===== src/hdl/lbc_pkg.sv =====
// Shared types and codes for the LRU block buffer cache.
`default_nettype none
package lbc_pkg;

  localparam logic [1:0] OP_GET     = 2'd0;
  localparam logic [1:0] OP_RELEASE = 2'd1;
  localparam logic [1:0] OP_PIN     = 2'd2;
  localparam logic [1:0] OP_UNPIN   = 2'd3;

  localparam logic [1:0] ST_OK     = 2'd0;
  localparam logic [1:0] ST_NOFREE = 2'd1;
  localparam logic [1:0] ST_UNDER  = 2'd2;
  localparam logic [1:0] ST_OVER   = 2'd3;

  localparam logic [7:0] CNT_MAX = 8'hFF;

  typedef enum logic [1:0] {
    UPD_INC   = 2'd0,
    UPD_DEC   = 2'd1,
    UPD_RETAG = 2'd2
  } upd_kind_t;

  typedef struct packed {
    logic [7:0]  dev;
    logic [31:0] blk;
    logic [4:0]  slot;
  } req_t;

  typedef struct packed {
    logic        valid;
    logic        hit_found;
    logic [7:0]  hit_idx;
    logic [7:0]  hit_cnt;
    logic        hit_valid;
    logic        free_found;
    logic [7:0]  free_idx;
    logic [31:0] free_stamp;
    logic [7:0]  sel_cnt;
  } token_t;

  typedef struct packed {
    logic        en;
    logic [7:0]  idx;
    upd_kind_t   kind;
    logic        set_valid;
    logic [31:0] stamp;
  } upd_t;

endpackage
`default_nettype wire


===== src/hdl/lbc_cell.sv =====
// One buffer slot: tag, count, stamp and valid, plus one stage of the search token.
`default_nettype none
module lbc_cell #(
  parameter logic [7:0] IDX = 8'd0
) (
  input  wire logic            clk,
  input  wire logic            rst,
  input  wire lbc_pkg::req_t   req,
  input  wire lbc_pkg::upd_t   upd,
  input  wire lbc_pkg::token_t tok_in,
  output lbc_pkg::token_t      tok_out
);

  logic [7:0]      tag_dev;
  logic [31:0]     tag_blk;
  logic [7:0]      cnt;
  logic [31:0]     stamp;
  logic            valid;
  lbc_pkg::token_t tok_next;
  logic            match;
  logic            better;

  always_comb begin
    match    = (tag_dev == req.dev) && (tag_blk == req.blk);
    better   = (cnt == 8'd0) && (!tok_in.free_found || (stamp < tok_in.free_stamp));
    tok_next = tok_in;
    if (match && !tok_in.hit_found) begin
      tok_next.hit_found = 1'b1;
      tok_next.hit_idx   = IDX;
      tok_next.hit_cnt   = cnt;
      tok_next.hit_valid = valid;
    end
    if (better) begin
      tok_next.free_found = 1'b1;
      tok_next.free_idx   = IDX;
      tok_next.free_stamp = stamp;
    end
    if ({3'b000, req.slot} == IDX) begin
      tok_next.sel_cnt = cnt;
    end
  end

  always_ff @(posedge clk) begin
    if (rst) begin
      tok_out <= '0;
    end else begin
      tok_out <= tok_next;
    end
  end

  always_ff @(posedge clk) begin
    if (rst) begin
      tag_dev <= 8'hFF;
      tag_blk <= {24'd0, IDX};
      cnt     <= 8'd0;
      stamp   <= 32'd0;
      valid   <= 1'b0;
    end else if (upd.en && (upd.idx == IDX)) begin
      case (upd.kind)
        lbc_pkg::UPD_INC: begin
          cnt <= cnt + 8'd1;
          if (upd.set_valid) begin
            valid <= 1'b1;
          end
        end
        lbc_pkg::UPD_DEC: begin
          cnt <= cnt - 8'd1;
          if (cnt == 8'd1) begin
            stamp <= upd.stamp;
          end
        end
        lbc_pkg::UPD_RETAG: begin
          tag_dev <= req.dev;
          tag_blk <= req.blk;
          cnt     <= 8'd1;
          stamp   <= 32'd0;
          valid   <= 1'b1;
        end
        default: begin
          cnt <= cnt;
        end
      endcase
    end
  end

endmodule
`default_nettype wire


===== config.mk =====
export PLATFORM = sky130hd
export DESIGN_NAME = lbc_cell
export DESIGN_NICKNAME = d
export VERILOG_FILES = /design/src/hdl/lbc_pkg.sv /design/src/hdl/lbc_cell.sv
export SDC_FILE = /design/constraint.sdc
export NUM_CORES = 1
export LEC_CHECK = 0
export BUFFER_PORTS_ARGS = -buffer_cell sky130_fd_sc_hd__buf_2
export CORE_UTILIZATION = 51
export DETAILED_ROUTE_END_ITERATION = 12
export PLACE_DENSITY_LB_ADDON = 0.15
export SLEW_MARGIN = 0
export SYNTH_ARGS = -nofsm -noshare
export SYNTH_HDL_FRONTEND = slang
export SYNTH_SLANG_ARGS = --single-unit

===== constraint.sdc =====
create_clock -name clk -period 2.5 [get_ports clk]
set_clock_uncertainty 0.05 [all_clocks]
set_input_delay 0.375 -clock clk [delete_from_list [all_inputs] [get_ports clk]]
set_output_delay 0.375 -clock clk [all_outputs]
set_load 0.1 [all_outputs]

==> insert_results.sql, run 1 <==
INSERT INTO impl_metrics (metric_group, metric, value, unit) VALUES
('sta', 'grt_setup_unrepaired', 'no', ''),
('hold_path', 'min-delay-path-class', 'in2reg', ''),
('synth', 'ys_seq_area_frac', '0.423', ''),
('sta', 'final_count_of_negative_setup_slack_endpoints', '0', ''),
('setup_path', 'cp-start-kind', 'flop', ''),
('setup_path', 'timing.setup.critical_path_class', 'reg2reg', ''),
('global_route', 'pin_count_of_the_biggest_net_entering_global_routing', '80', ''),
('sta', 'total_negative_setup_slacks', '0', 'ps'),
('clocking', 'clk_transition_reported_paths', '60', 'ps'),
('detailed_routing', 'vias_per_cell', '5.03', ''),
('power_and_ir_drop', 'p_comb_frac', '0.104', ''),
('synth', 'syn-mean-instance-area', '8.50', 'µm²'),
('sta', 'post-route-min-period', '2250', 'ps'),
('floorplan', 'row_count', '42', ''),
('setup_path', 'critical_path_peak_fanout', '22', ''),
('synth', 'ys_top_cells_by_area', 'sky130_fd_sc_hd__dfxtp_1 (42%), sky130_fd_sc_hd__nand2_1 (7.5%), sky130_fd_sc_hd__mux2i_1 (7.0%)', ''),
('hold_path', 'hold_crit_start', 'tok_in[67]', ''),
('sta', 'final_critical_path_setup_slack', '249', 'ps'),
('synth', 'post-synth-top-area-cell', 'sky130_fd_sc_hd__dfxtp_1', ''),
('clocking', 'clk_path_buf_depth', '2', ''),
('synth', 'syn-instance-count', '830', ''),
('detailed_routing', 'detailed_route_wire_length_per_cell', '13.3', 'µm'),
('clocking', 'cts_resized', '0', ''),
('synth', 'count_of_flip_flops_with_a_built_in_enable_after_synthesis', '0', ''),
('clocking', 'cts_hold_repair.buffers', '0', ''),
('clocking', 'clock-root-buffer', 'sky130_fd_sc_hd__clkbuf_16', ''),
('floorplan', 'initial_core_utilization', '0.529', ''),
('setup_path', 'cp_num_cells', '8', ''),
('floorplan', 'die_y_extent', '120', 'µm'),
('layout', 'finalInstanceArea', '9050', 'µm²'),
('clocking', 'total_clock_buffers_created_by_cts', '17', ''),
('global_route', 'gr-usage-all-layers', '0.235', ''),
('power_and_ir_drop', 'share_clk_of_total_power', '0.469', ''),
('layout', 'seqCellArea', '2980', 'µm²'),
('global_route', 'grt_antenna_before_repair', '1', ''),
('synth', 'mappedNetlistArea', '7060', 'µm²'),
('detailed_routing', 'routed_wl', '16400', 'µm'),
('sta', 'final_max_slew_viol_count', '0', ''),
('power_and_ir_drop', 'power.switching', '0.00138', 'W'),
('global_route', 'number_of_global_route_vias_before_repair', '5856', ''),
('placed_design', 'numPortBuffers', '226', ''),
('placed_design', 'gp_congestion', '0.787', ''),
('placed_design', 'post-place-ws', '28.9', 'ps'),
('power_and_ir_drop', 'max-vdd-ir-drop', '0.000439', 'V'),
('synth', 'synth-async-reset-ratio', '0', ''),
('synth', 'mappedNetlistNets', '1028', ''),
('detailed_routing', 'number_of_vias_after_detailed_routing', '6215', ''),
('setup_path', 'crit_end', 'tok_out[23]', ''),
('setup_path', 'data_required_critical_path', '2790', 'ps'),
('clocking', 'cts-htree-levels', '4', ''),
('detailed_routing', 'drt_iter0_markers', '380', ''),
('global_route', 'total_global_routing_overflow', '0', ''),
('synth', 'distinct_cells_synth', '40', ''),
('clocking', 'tritoncts', 'done', ''),
('layout', 'multi_input_area', '3740', 'µm²'),
('sta', 'actual_slew_at_the_worst_max_slew_pin', '521', 'ps'),
('sta', 'hold_viol_final', '0', ''),
('detailed_routing', 'drt_pass1_iterations', '4', ''),
('setup_path', 'worst-path-buf-inv', '1', ''),
('layout', 'drive_above_1_share', '0.271', ''),
('setup_path', 'regToRegSetupSlack', '250', 'ps'),
('power_and_ir_drop', 'p_sw_frac', '0.245', ''),
('sta', 'max-slew-margin-rel', '0.653', ''),
('setup_path', 'timing.critical_path.to_type', 'flop', ''),
('power_and_ir_drop', 'static-leakage-power', '4.30', 'nW'),
('status', 'outcome', 'complete, no violations', ''),
('layout', 'syn_to_final_growth', '28.3', '%'),
('floorplan', 'design.die.area', '14300', 'µm²'),
('detailed_routing', 'drt.antenna.violating_nets', '0', ''),
('layout', 'number_of_nets_in_the_finished_design', '1243', ''),
('synth', 'count_of_warnings_emitted_by_yosys', '0', '');
flip-flops by register name (all words and copies together), names as in the netlist:
name / flops
stamp: 32
tag_dev: 8
valid: 1
tok_out: 68
cnt: 8
tag_blk: 32
worst min-delay path by stage:
stage | end | slack, ps | depth (start not counted)
detailed placement | tag_blk[16] | 410 | 2
CTS | tok_out[67] | 100 | 2
global route | tok_out[67] | 130 | 2
finish | tok_out[67] | 120 | 2
floorplan | valid | 390 | 2
global placement | tag_blk[2] | 400 | 2
logic make-up after synthesis:
logic type	count (synthesis)	synth area share
flops	149	0.423
simple gates	348	0.251
mux	50	0.0711
xor+xnor	42	0.0521
compound gates	113	0.0837
fa+ha+maj	39	0.0692
buf+inv	89	0.0505
per-layer routing:
metal,share of wire,routed length (µm),vias up,track usage
met3,0.067,1110,23,0.0718
met2,0.48,7840,185,0.404
met5,0,0,-,0
met1,0.44,7260,2805,0.283
met4,0.014,231,0,0.0641
li1,-,-,3202,-
per-stage QoR:
step                       util  total power [W]  cells  hold slack (ps)
after floorplan               -          0.00283    830              387
after global placement    0.632          0.00304   1202              404
after detailed placement  0.632          0.00304   1202              408
after CTS                 0.678          0.00568   1234              103
after global routing      0.678          0.00584   1235              129
final                     0.678          0.00563   1235              116
cells in the mapped netlist, drive strengths merged (2+ instances only):
cell	count
dfxtp	149
nand2	141
a21oi	90
nand2b	67
mux2i	49
clkbuf	42
nand3	41
xor2	41
ha	39
inv	39
nor2	32
nor3b	16
nor4	15
o21ai	15
nand3b	8
buf	7
nor3	6
nand4	5
nor2b	4
or3b	4
or3	3
and4	2
nand4b	2
or4	2
worst reg2reg max path, delay by kind of cell, from the launching register on:
kind	cells	cell delay (ps)
mux	1	210
buf+inv	1	240
flops	1	320
fa+ha+maj	1	290
compound gates	3	550
simple gates	2	520
final cells by class:
| cell class | instances | area share |
|---|---|---|
| Multi-Input combinational cell | 592 | 0.413 |
| Inverter | 40 | 0.0166 |
| Tap cell | 176 | 0.0243 |
| Clock inverter | 11 | 0.0164 |
| Antenna cell | 1 | 0.000276 |
| Clock buffer | 21 | 0.0520 |
| Timing Repair Buffer | 245 | 0.148 |
| Sequential cell | 149 | 0.330 |
cell usage in the layout (no fill, tap or decap), types with 16 or more instances in the layout:
cell type	n
sky130_fd_sc_hd__nor3b_1	16
sky130_fd_sc_hd__clkbuf_16	17
sky130_fd_sc_hd__nand2_1	141
sky130_fd_sc_hd__ha_1	39
sky130_fd_sc_hd__nand3_1	41
sky130_fd_sc_hd__a21oi_1	89
sky130_fd_sc_hd__buf_2	225
sky130_fd_sc_hd__nand2b_1	67
sky130_fd_sc_hd__inv_1	39
sky130_fd_sc_hd__nor2_1	30
sky130_fd_sc_hd__dfxtp_1	149
sky130_fd_sc_hd__mux2i_1	49
sky130_fd_sc_hd__xor2_1	41
power groups by stage:
stage	clock [W]	combinational (W)	sequential, W
3_5_place_dp	0	0.000585	0.00246
4_1_cts	0.00269	0.000588	0.00241
3_3_place_gp	0	0.000581	0.00246
5_1_grt	0.00280	0.000631	0.00241
2_1_floorplan	0	0.000180	0.00265
6_report	0.00264	0.000584	0.00241
No activity file was read; power rests on OpenSTA's default activity.
==> run 2, diff against run 1 <==
- CTS_BUF_LIST: unset -> sky130_fd_sc_hd__clkbuf_16
==> insert_results.sql, run 2 (synthesis gave the netlist of run 1 again) <==
INSERT INTO impl_metrics (metric_group, metric, value, unit) VALUES
('layout', 'registers.top_by_ff_count', 'tok_out', ''),
('floorplan', 'row_count', '42', ''),
('clocking', 'clk_path_buf_depth', '2', ''),
('detailed_routing', 'vias_per_cell', '5.03', ''),
('placed_design', 'dp_hpwl', '11600', 'µm'),
('detailed_routing', 'drt.antenna.violating_nets', '0', ''),
('floorplan', 'pin_count', '227', ''),
('clocking', 'clock_insertion_delay_worst_skew', '420', 'ps'),
('setup_path', 'timing.critical_path.to_type', 'flop', ''),
('sta', 'final_count_of_negative_setup_slack_endpoints', '0', ''),
('global_route', 'grt_first_pass_wirelength', '26800', 'µm'),
('clocking', 'clock-root-buffer', 'sky130_fd_sc_hd__clkbuf_16', ''),
('power_and_ir_drop', 'static-leakage-power', '4.29', 'nW'),
('detailed_routing', 'detailed_route_wire_length_per_cell', '13.3', 'µm'),
('detailed_routing', 'route.detailed.drc', '0', ''),
('hold_path', 'min-delay-path-class', 'in2reg', ''),
('setup_path', 'critical_path_arrival', '2550', 'ps'),
('detailed_routing', 'drt_iter0_markers', '384', ''),
('layout', 'finalInstanceArea', '9020', 'µm²'),
('clocking', 'cts-htree-levels', '4', ''),
('global_route', 'total_global_routing_overflow', '0', ''),
('setup_path', 'crit_path_cell_trace', 'ha_1, a21oi_1, o21ai_0, a221oi_1, nor2_1, nor4_4, buf_12, mux2i_1', ''),
('layout', 'number_of_nets_in_the_finished_design', '1243', ''),
('setup_path', 'critical-path-slowest-cell', 'sky130_fd_sc_hd__nor4_4', ''),
('detailed_routing', 'number_of_vias_after_detailed_routing', '6210', ''),
('placed_design', 'numPortBuffers', '226', ''),
('layout', 'largest_register_ff_count', '68', ''),
('setup_path', 'timing.setup.critical_path_class', 'reg2reg', ''),
('sta', 'final_critical_path_setup_slack', '248', 'ps'),
('setup_path', 'critical_path_peak_fanout', '22', ''),
('setup_path', 'regToRegSetupSlack', '250', 'ps'),
('layout', 'syn_to_final_growth', '27.9', '%'),
('sta', 'actual_slew_at_the_worst_max_slew_pin', '538', 'ps'),
('setup_path', 'crit_end', 'tok_out[23]', ''),
('sta', 'fmaxAchievable', '444', 'MHz'),
('detailed_routing', 'routed_wl', '16400', 'µm'),
('setup_path', 'data_required_critical_path', '2790', 'ps'),
('power_and_ir_drop', 'power.density_cell_area', '613', 'nW/µm²'),
('layout', 'drive_above_1_share', '0.268', ''),
('floorplan', 'die_y_extent', '120', 'µm'),
('global_route', 'grt_antenna_before_repair', '1', ''),
('setup_path', 'worstReg2RegStart', 'stamp[11]', ''),
('sta', 'grt_setup_unrepaired', 'no', ''),
('setup_path', 'worst_r2r_endpoint', 'tok_out[23]', ''),
('sta', 'post-route-min-period', '2250', 'ps'),
('layout', 'filler_cell_count', '1168', ''),
('layout', 'final_common_cell', 'sky130_fd_sc_hd__buf_2', ''),
('clocking', 'total_clock_buffers_created_by_cts', '17', ''),
('job', 'drv.max_cap_violation_count', '0', ''),
('setup_path', 'crit_path_start', 'stamp[11]', ''),
('global_route', 'pin_count_of_the_biggest_net_entering_global_routing', '80', ''),
('floorplan', 'design.die.area', '14300', 'µm²'),
('layout', 'layout_top_registers', 'tok_out: 68 flops, stamp: 32 flops, tag_blk: 32 flops', ''),
('setup_path', 'cp_slowest_stage_delay', '400', 'ps'),
('global_route', 'number_of_global_route_vias_before_repair', '5886', ''),
('floorplan', 'floorplan.core_area', '13300', 'µm²'),
('clocking', 'cts_hold_repair.buffers', '0', ''),
('sta', 'period_utilization_post_route', '0.901', ''),
('placed_design', 'gp_congestion', '0.787', ''),
('layout', 'final_cell_mix', 'sky130_fd_sc_hd__buf_2 (225), sky130_fd_sc_hd__dfxtp_1 (149), sky130_fd_sc_hd__nand2_1 (141)', ''),
('floorplan', 'die_width', '120', 'µm'),
('clocking', 'numClockSinks', '149', ''),
('sta', 'hold_viol_final', '0', ''),
('setup_path', 'cp-start-kind', 'flop', ''),
('power_and_ir_drop', 'max-vdd-ir-drop', '0.000448', 'V'),
('hold_path', 'worstHoldPathCells', '2', ''),
('clocking', 'tritoncts', 'done', ''),
('sta', 'hold_ws', '115', 'ps'),
('setup_path', 'timing.reg2reg.worst_path_depth', '8', ''),
('placed_design', 'post-place-ws', '28.9', 'ps'),
('clocking', 'cts_resized', '0', ''),
('sta', 'max-slew-margin-rel', '0.641', ''),
('sta', 'final_max_slew_viol_count', '0', ''),
('sta', 'total_negative_setup_slacks', '0', 'ps'),
('clocking', 'clk_transition_reported_paths', '60', 'ps'),
('floorplan', 'initial_core_utilization', '0.529', ''),
('global_route', 'gr-usage-all-layers', '0.234', ''),
('placed_design', 'placed_cell_area', '8430', 'µm²'),
('detailed_routing', 'drt_pass1_iterations', '4', ''),
('status', 'outcome', 'complete, no violations', ''),
('clocking', 'post-cts-setup-buffer-count', '0', '');
[run 2: final cells by class]
cell class | count | area [µm²] | area share
antenna | 1 | 2.50 | 0.000277
clock buffer | 17 | 425 | 0.0472
clock inverter | 15 | 164 | 0.0182
inverter | 40 | 150 | 0.0166
multi-input combinational | 592 | 3740 | 0.414
sequential | 149 | 2980 | 0.331
tap | 176 | 220 | 0.0244
timing repair buffer | 245 | 1340 | 0.148
[run 2: how the worst min path moves through the flow]
stage                startpoint          end  slack, ps
floorplan                 valid        valid        390
global placement     tag_blk[2]   tag_blk[2]        400
detailed placement  tag_blk[16]  tag_blk[16]        410
CTS                  tok_in[67]  tok_out[67]        100
global route         tok_in[67]  tok_out[67]        130
finish               tok_in[67]  tok_out[67]        110
[run 2: worst max-delay path, delay by kind of cell (launching register included)]
family / cells / cell delay (ps)
compound gates: 3 / 550
simple gates: 2 / 520
flops: 1 / 320
fa+ha+maj: 1 / 290
buf+inv: 1 / 240
mux: 1 / 200
[run 2: where the power goes]
part | leakage [nW] | internal (W) | switching (W)
combinational | 2.81 | 0.000200 | 0.000384
sequential | 1.21 | 0.00240 | 0.00000581
clock | 0.271 | 0.00155 | 0.000987
[run 2: stage by stage]
stage | cells | util | power, W
floorplan | 830 | - | 0.00283
global placement | 1202 | 0.632 | 0.00304
detailed placement | 1202 | 0.632 | 0.00304
CTS | 1234 | 0.676 | 0.00558
global route | 1235 | 0.676 | 0.00573
finish | 1235 | 0.676 | 0.00553
[run 2: layer usage]
layer | up-vias | wire length (µm) | track usage
li1 | 3204 | - | -
met1 | 2810 | 7210 | 0.280
met2 | 180 | 7860 | 0.403
met3 | 16 | 1160 | 0.0713
met4 | 0 | 208 | 0.0641
met5 | - | 0 | 0
==> run 3, diff against run 2 <==
- ABC_AREA: unset -> 1
- CORE_ASPECT_RATIO: unset -> 1.25
- CORE_UTILIZATION: 51 -> 52
==> insert_results.sql, run 3 <==
INSERT INTO impl_metrics (metric_group, metric, value, unit) VALUES
('clocking', 'cts_resized', '0', ''),
('job', 'drv.max_cap_violation_count', '0', ''),
('setup_path', 'critical_path_peak_fanout', '19', ''),
('floorplan', 'die_y_extent', '135', 'µm'),
('synth', 'ys_seq_area_frac', '0.406', ''),
('placed_design', 'gp_congestion', '0.809', ''),
('setup_path', 'timing.setup.critical_path_class', 'reg2reg', ''),
('setup_path', 'cp-start-kind', 'flop', ''),
('layout', 'filler_cell_count', '1277', ''),
('layout', 'layout_top_registers', 'tok_out: 68 flops, stamp: 32 flops, tag_blk: 32 flops', ''),
('floorplan', 'row_count', '48', ''),
('layout', 'final_cell_mix', 'sky130_fd_sc_hd__buf_2 (226), sky130_fd_sc_hd__nand2_1 (162), sky130_fd_sc_hd__dfxtp_1 (149)', ''),
('synth', 'distinct_cells_synth', '33', ''),
('power_and_ir_drop', 'static-leakage-power', '4.90', 'nW'),
('placed_design', 'dpl.cell_count', '1367', ''),
('clocking', 'numClockSinks', '149', ''),
('hold_path', 'worstHoldPathCells', '3', ''),
('sta', 'total_negative_setup_slacks', '0', 'ps'),
('floorplan', 'die_width', '108', 'µm'),
('clocking', 'post-cts-setup-buffer-count', '0', ''),
('global_route', 'number_of_global_route_vias_before_repair', '6288', ''),
('status', 'outcome', 'complete, no violations', ''),
('clocking', 'clk_path_buf_depth', '2', ''),
('placed_design', 'dp_hpwl', '12900', 'µm'),
('power_and_ir_drop', 'power.density_cell_area', '599', 'nW/µm²'),
('detailed_routing', 'routed_wl', '18100', 'µm'),
('sta', 'grt_setup_unrepaired', 'no', ''),
('synth', 'count_of_flip_flops_with_a_built_in_enable_after_synthesis', '0', ''),
('global_route', 'pin_count_of_the_biggest_net_entering_global_routing', '67', ''),
('layout', 'seqCellArea', '2980', 'µm²'),
('setup_path', 'crit_path_start', 'stamp[5]', ''),
('setup_path', 'timing.critical_path.to_type', 'flop', ''),
('layout', 'multi_input_area', '3580', 'µm²'),
('detailed_routing', 'vias_per_cell', '4.94', ''),
('clocking', 'cts-htree-levels', '4', ''),
('layout', 'syn_to_final_growth', '24.5', '%'),
('synth', 'syn-instance-count', '999', ''),
('floorplan', 'design.die.area', '14600', 'µm²'),
('sta', 'max-slew-margin-rel', '0.513', ''),
('floorplan', 'initial_core_utilization', '0.532', ''),
('sta', 'post-route-min-period', '2090', 'ps'),
('clocking', 'cts_hold_repair.buffers', '0', ''),
('layout', 'number_of_nets_in_the_finished_design', '1409', ''),
('setup_path', 'worstReg2RegStart', 'stamp[5]', ''),
('synth', 'ys_seq_elements', '149', ''),
('layout', 'largest_register_ff_count', '68', ''),
('sta', 'fmaxAchievable', '477', 'MHz'),
('floorplan', 'pin_count', '227', ''),
('hold_path', 'hold_crit_start', 'tok_in[67]', ''),
('detailed_routing', 'detailed_route_wire_length_per_cell', '12.9', 'µm'),
('sta', 'final_max_slew_viol_count', '0', ''),
('setup_path', 'critical_path_arrival', '2370', 'ps'),
('hold_path', 'min-delay-path-class', 'in2reg', ''),
('global_route', 'gr-usage-all-layers', '0.251', ''),
('global_route', 'total_global_routing_overflow', '0', ''),
('detailed_routing', 'drt.antenna.violating_nets', '0', ''),
('clocking', 'total_clock_buffers_created_by_cts', '17', ''),
('clocking', 'clk_transition_reported_paths', '60', 'ps'),
('setup_path', 'data_required_critical_path', '2770', 'ps'),
('global_route', 'grt_first_pass_wirelength', '28700', 'µm'),
('synth', 'mappedNetlistArea', '7350', 'µm²'),
('synth', 'count_of_warnings_emitted_by_yosys', '0', ''),
('clocking', 'clock-root-buffer', 'sky130_fd_sc_hd__clkbuf_16', ''),
('synth', 'synth.top_cell.area_share', '0.406', ''),
('synth', 'ys_top_cells_by_area', 'sky130_fd_sc_hd__dfxtp_1 (41%), sky130_fd_sc_hd__nand2_1 (8.3%), sky130_fd_sc_hd__a21oi_1 (7.1%)', ''),
('detailed_routing', 'drt_pass1_iterations', '5', ''),
('synth', 'syn-mean-instance-area', '7.35', 'µm²'),
('detailed_routing', 'route.detailed.drc', '0', ''),
('power_and_ir_drop', 'max-vdd-ir-drop', '0.000502', 'V'),
('detailed_routing', 'drt_iter0_markers', '425', ''),
('detailed_routing', 'number_of_vias_after_detailed_routing', '6911', ''),
('synth', 'synthFlopType', 'sky130_fd_sc_hd__dfxtp_1', ''),
('layout', 'registers.top_by_ff_count', 'tok_out', ''),
('sta', 'period_utilization_post_route', '0.838', ''),
('floorplan', 'floorplan.core_area', '13800', 'µm²'),
('layout', 'fin_cells', '1399', ''),
('sta', 'actual_slew_at_the_worst_max_slew_pin', '730', 'ps'),
('synth', 'mappedNetlistNets', '1197', ''),
('clocking', 'clock_insertion_delay_worst_skew', '430', 'ps'),
('layout', 'final_common_cell', 'sky130_fd_sc_hd__buf_2', ''),
('placed_design', 'numPortBuffers', '226', ''),
('synth', 'synth-async-reset-ratio', '0', ''),
('synth', 'post-synth-top-area-cell', 'sky130_fd_sc_hd__dfxtp_1', ''),
('synth', 'synth_top_cells_by_count', 'sky130_fd_sc_hd__nand2_1 (163), sky130_fd_sc_hd__dfxtp_1 (149), sky130_fd_sc_hd__nor2_1 (137)', ''),
('sta', 'final_count_of_negative_setup_slack_endpoints', '0', ''),
('setup_path', 'timing.reg2reg.worst_path_depth', '14', ''),
('sta', 'hold_viol_final', '0', ''),
('clocking', 'tritoncts', 'done', ''),
('layout', 'drive_above_1_share', '0.253', ''),
('synth', 'synthMostInstantiatedCell', 'sky130_fd_sc_hd__nand2_1', ''),
('global_route', 'grt_antenna_before_repair', '1', '');
==> run 3: metal layers <==
metal,track usage,vias to the layer above,routed length [µm]
met4,0.0938,0,340
met2,0.441,172,9000
met5,0,-,0
met1,0.281,3098,7490
met3,0.0816,24,1250
li1,-,3617,-
==> run 3: where the power goes <==
group	internal [W]	switching (W)
registers	0.00240	0.00000623
logic	0.000181	0.000417
clock network	0.00145	0.00102
total	0.00404	0.00144
==> run 3: logic make-up after synthesis <==
kind of cell / after synthesis / share of synthesized area
adder cells (fa/ha/maj): 39 / 0.0664
buffers and inverters: 185 / 0.107
AND/OR/NAND/NOR: 426 / 0.261
AO/OA/AOI/OAI: 165 / 0.117
flip-flops: 149 / 0.406
XOR/XNOR: 35 / 0.0417
==> run 3: path summary, 6_finish.rpt <==
kind         slack [ps]          end
max                 410  tok_out[41]
min                  90  tok_out[67]
max reg2reg         410  tok_out[41]
min reg2reg         420        valid
==> run 3: stage by stage <==
step	hold WS (ps)	instance area [µm²]	utilization	total power (W)	setup slack (ps)
3_3_place_gp	398	8580	0.621	0.00306	261
4_1_cts	85.5	9150	0.662	0.00552	400
3_5_place_dp	417	8580	0.621	0.00306	235
5_1_grt	90.1	9150	0.662	0.00567	229
6_report	91.3	9150	0.662	0.00548	406
2_1_floorplan	386	7350	-	0.00284	628
==> run 3: area by class of cell <==
cell class	count	share of cell area
tap	175	0.0239
antenna	1	0.000274
clock inverter	14	0.0149
timing repair buffer	242	0.141
multi-input combinational	665	0.392
inverter	136	0.0558
clock buffer	17	0.0465
sequential	149	0.326
==> run 3: worst max-delay path: stages, from the launching register on <==
cell and delay [ps]:
sky130_fd_sc_hd__dfxtp_1 330, sky130_fd_sc_hd__ha_1 290, sky130_fd_sc_hd__a21oi_1 130, sky130_fd_sc_hd__nor2_1 50, sky130_fd_sc_hd__nor3_1 140, sky130_fd_sc_hd__nand2_1 120
sky130_fd_sc_hd__nand2_1 70, sky130_fd_sc_hd__nand2_1 40, sky130_fd_sc_hd__nand2_1 50, sky130_fd_sc_hd__nand2_1 50, sky130_fd_sc_hd__nand2_2 100, sky130_fd_sc_hd__buf_4 250
sky130_fd_sc_hd__nand2_1 90, sky130_fd_sc_hd__nand2_2 150, sky130_fd_sc_hd__nor2_1 60
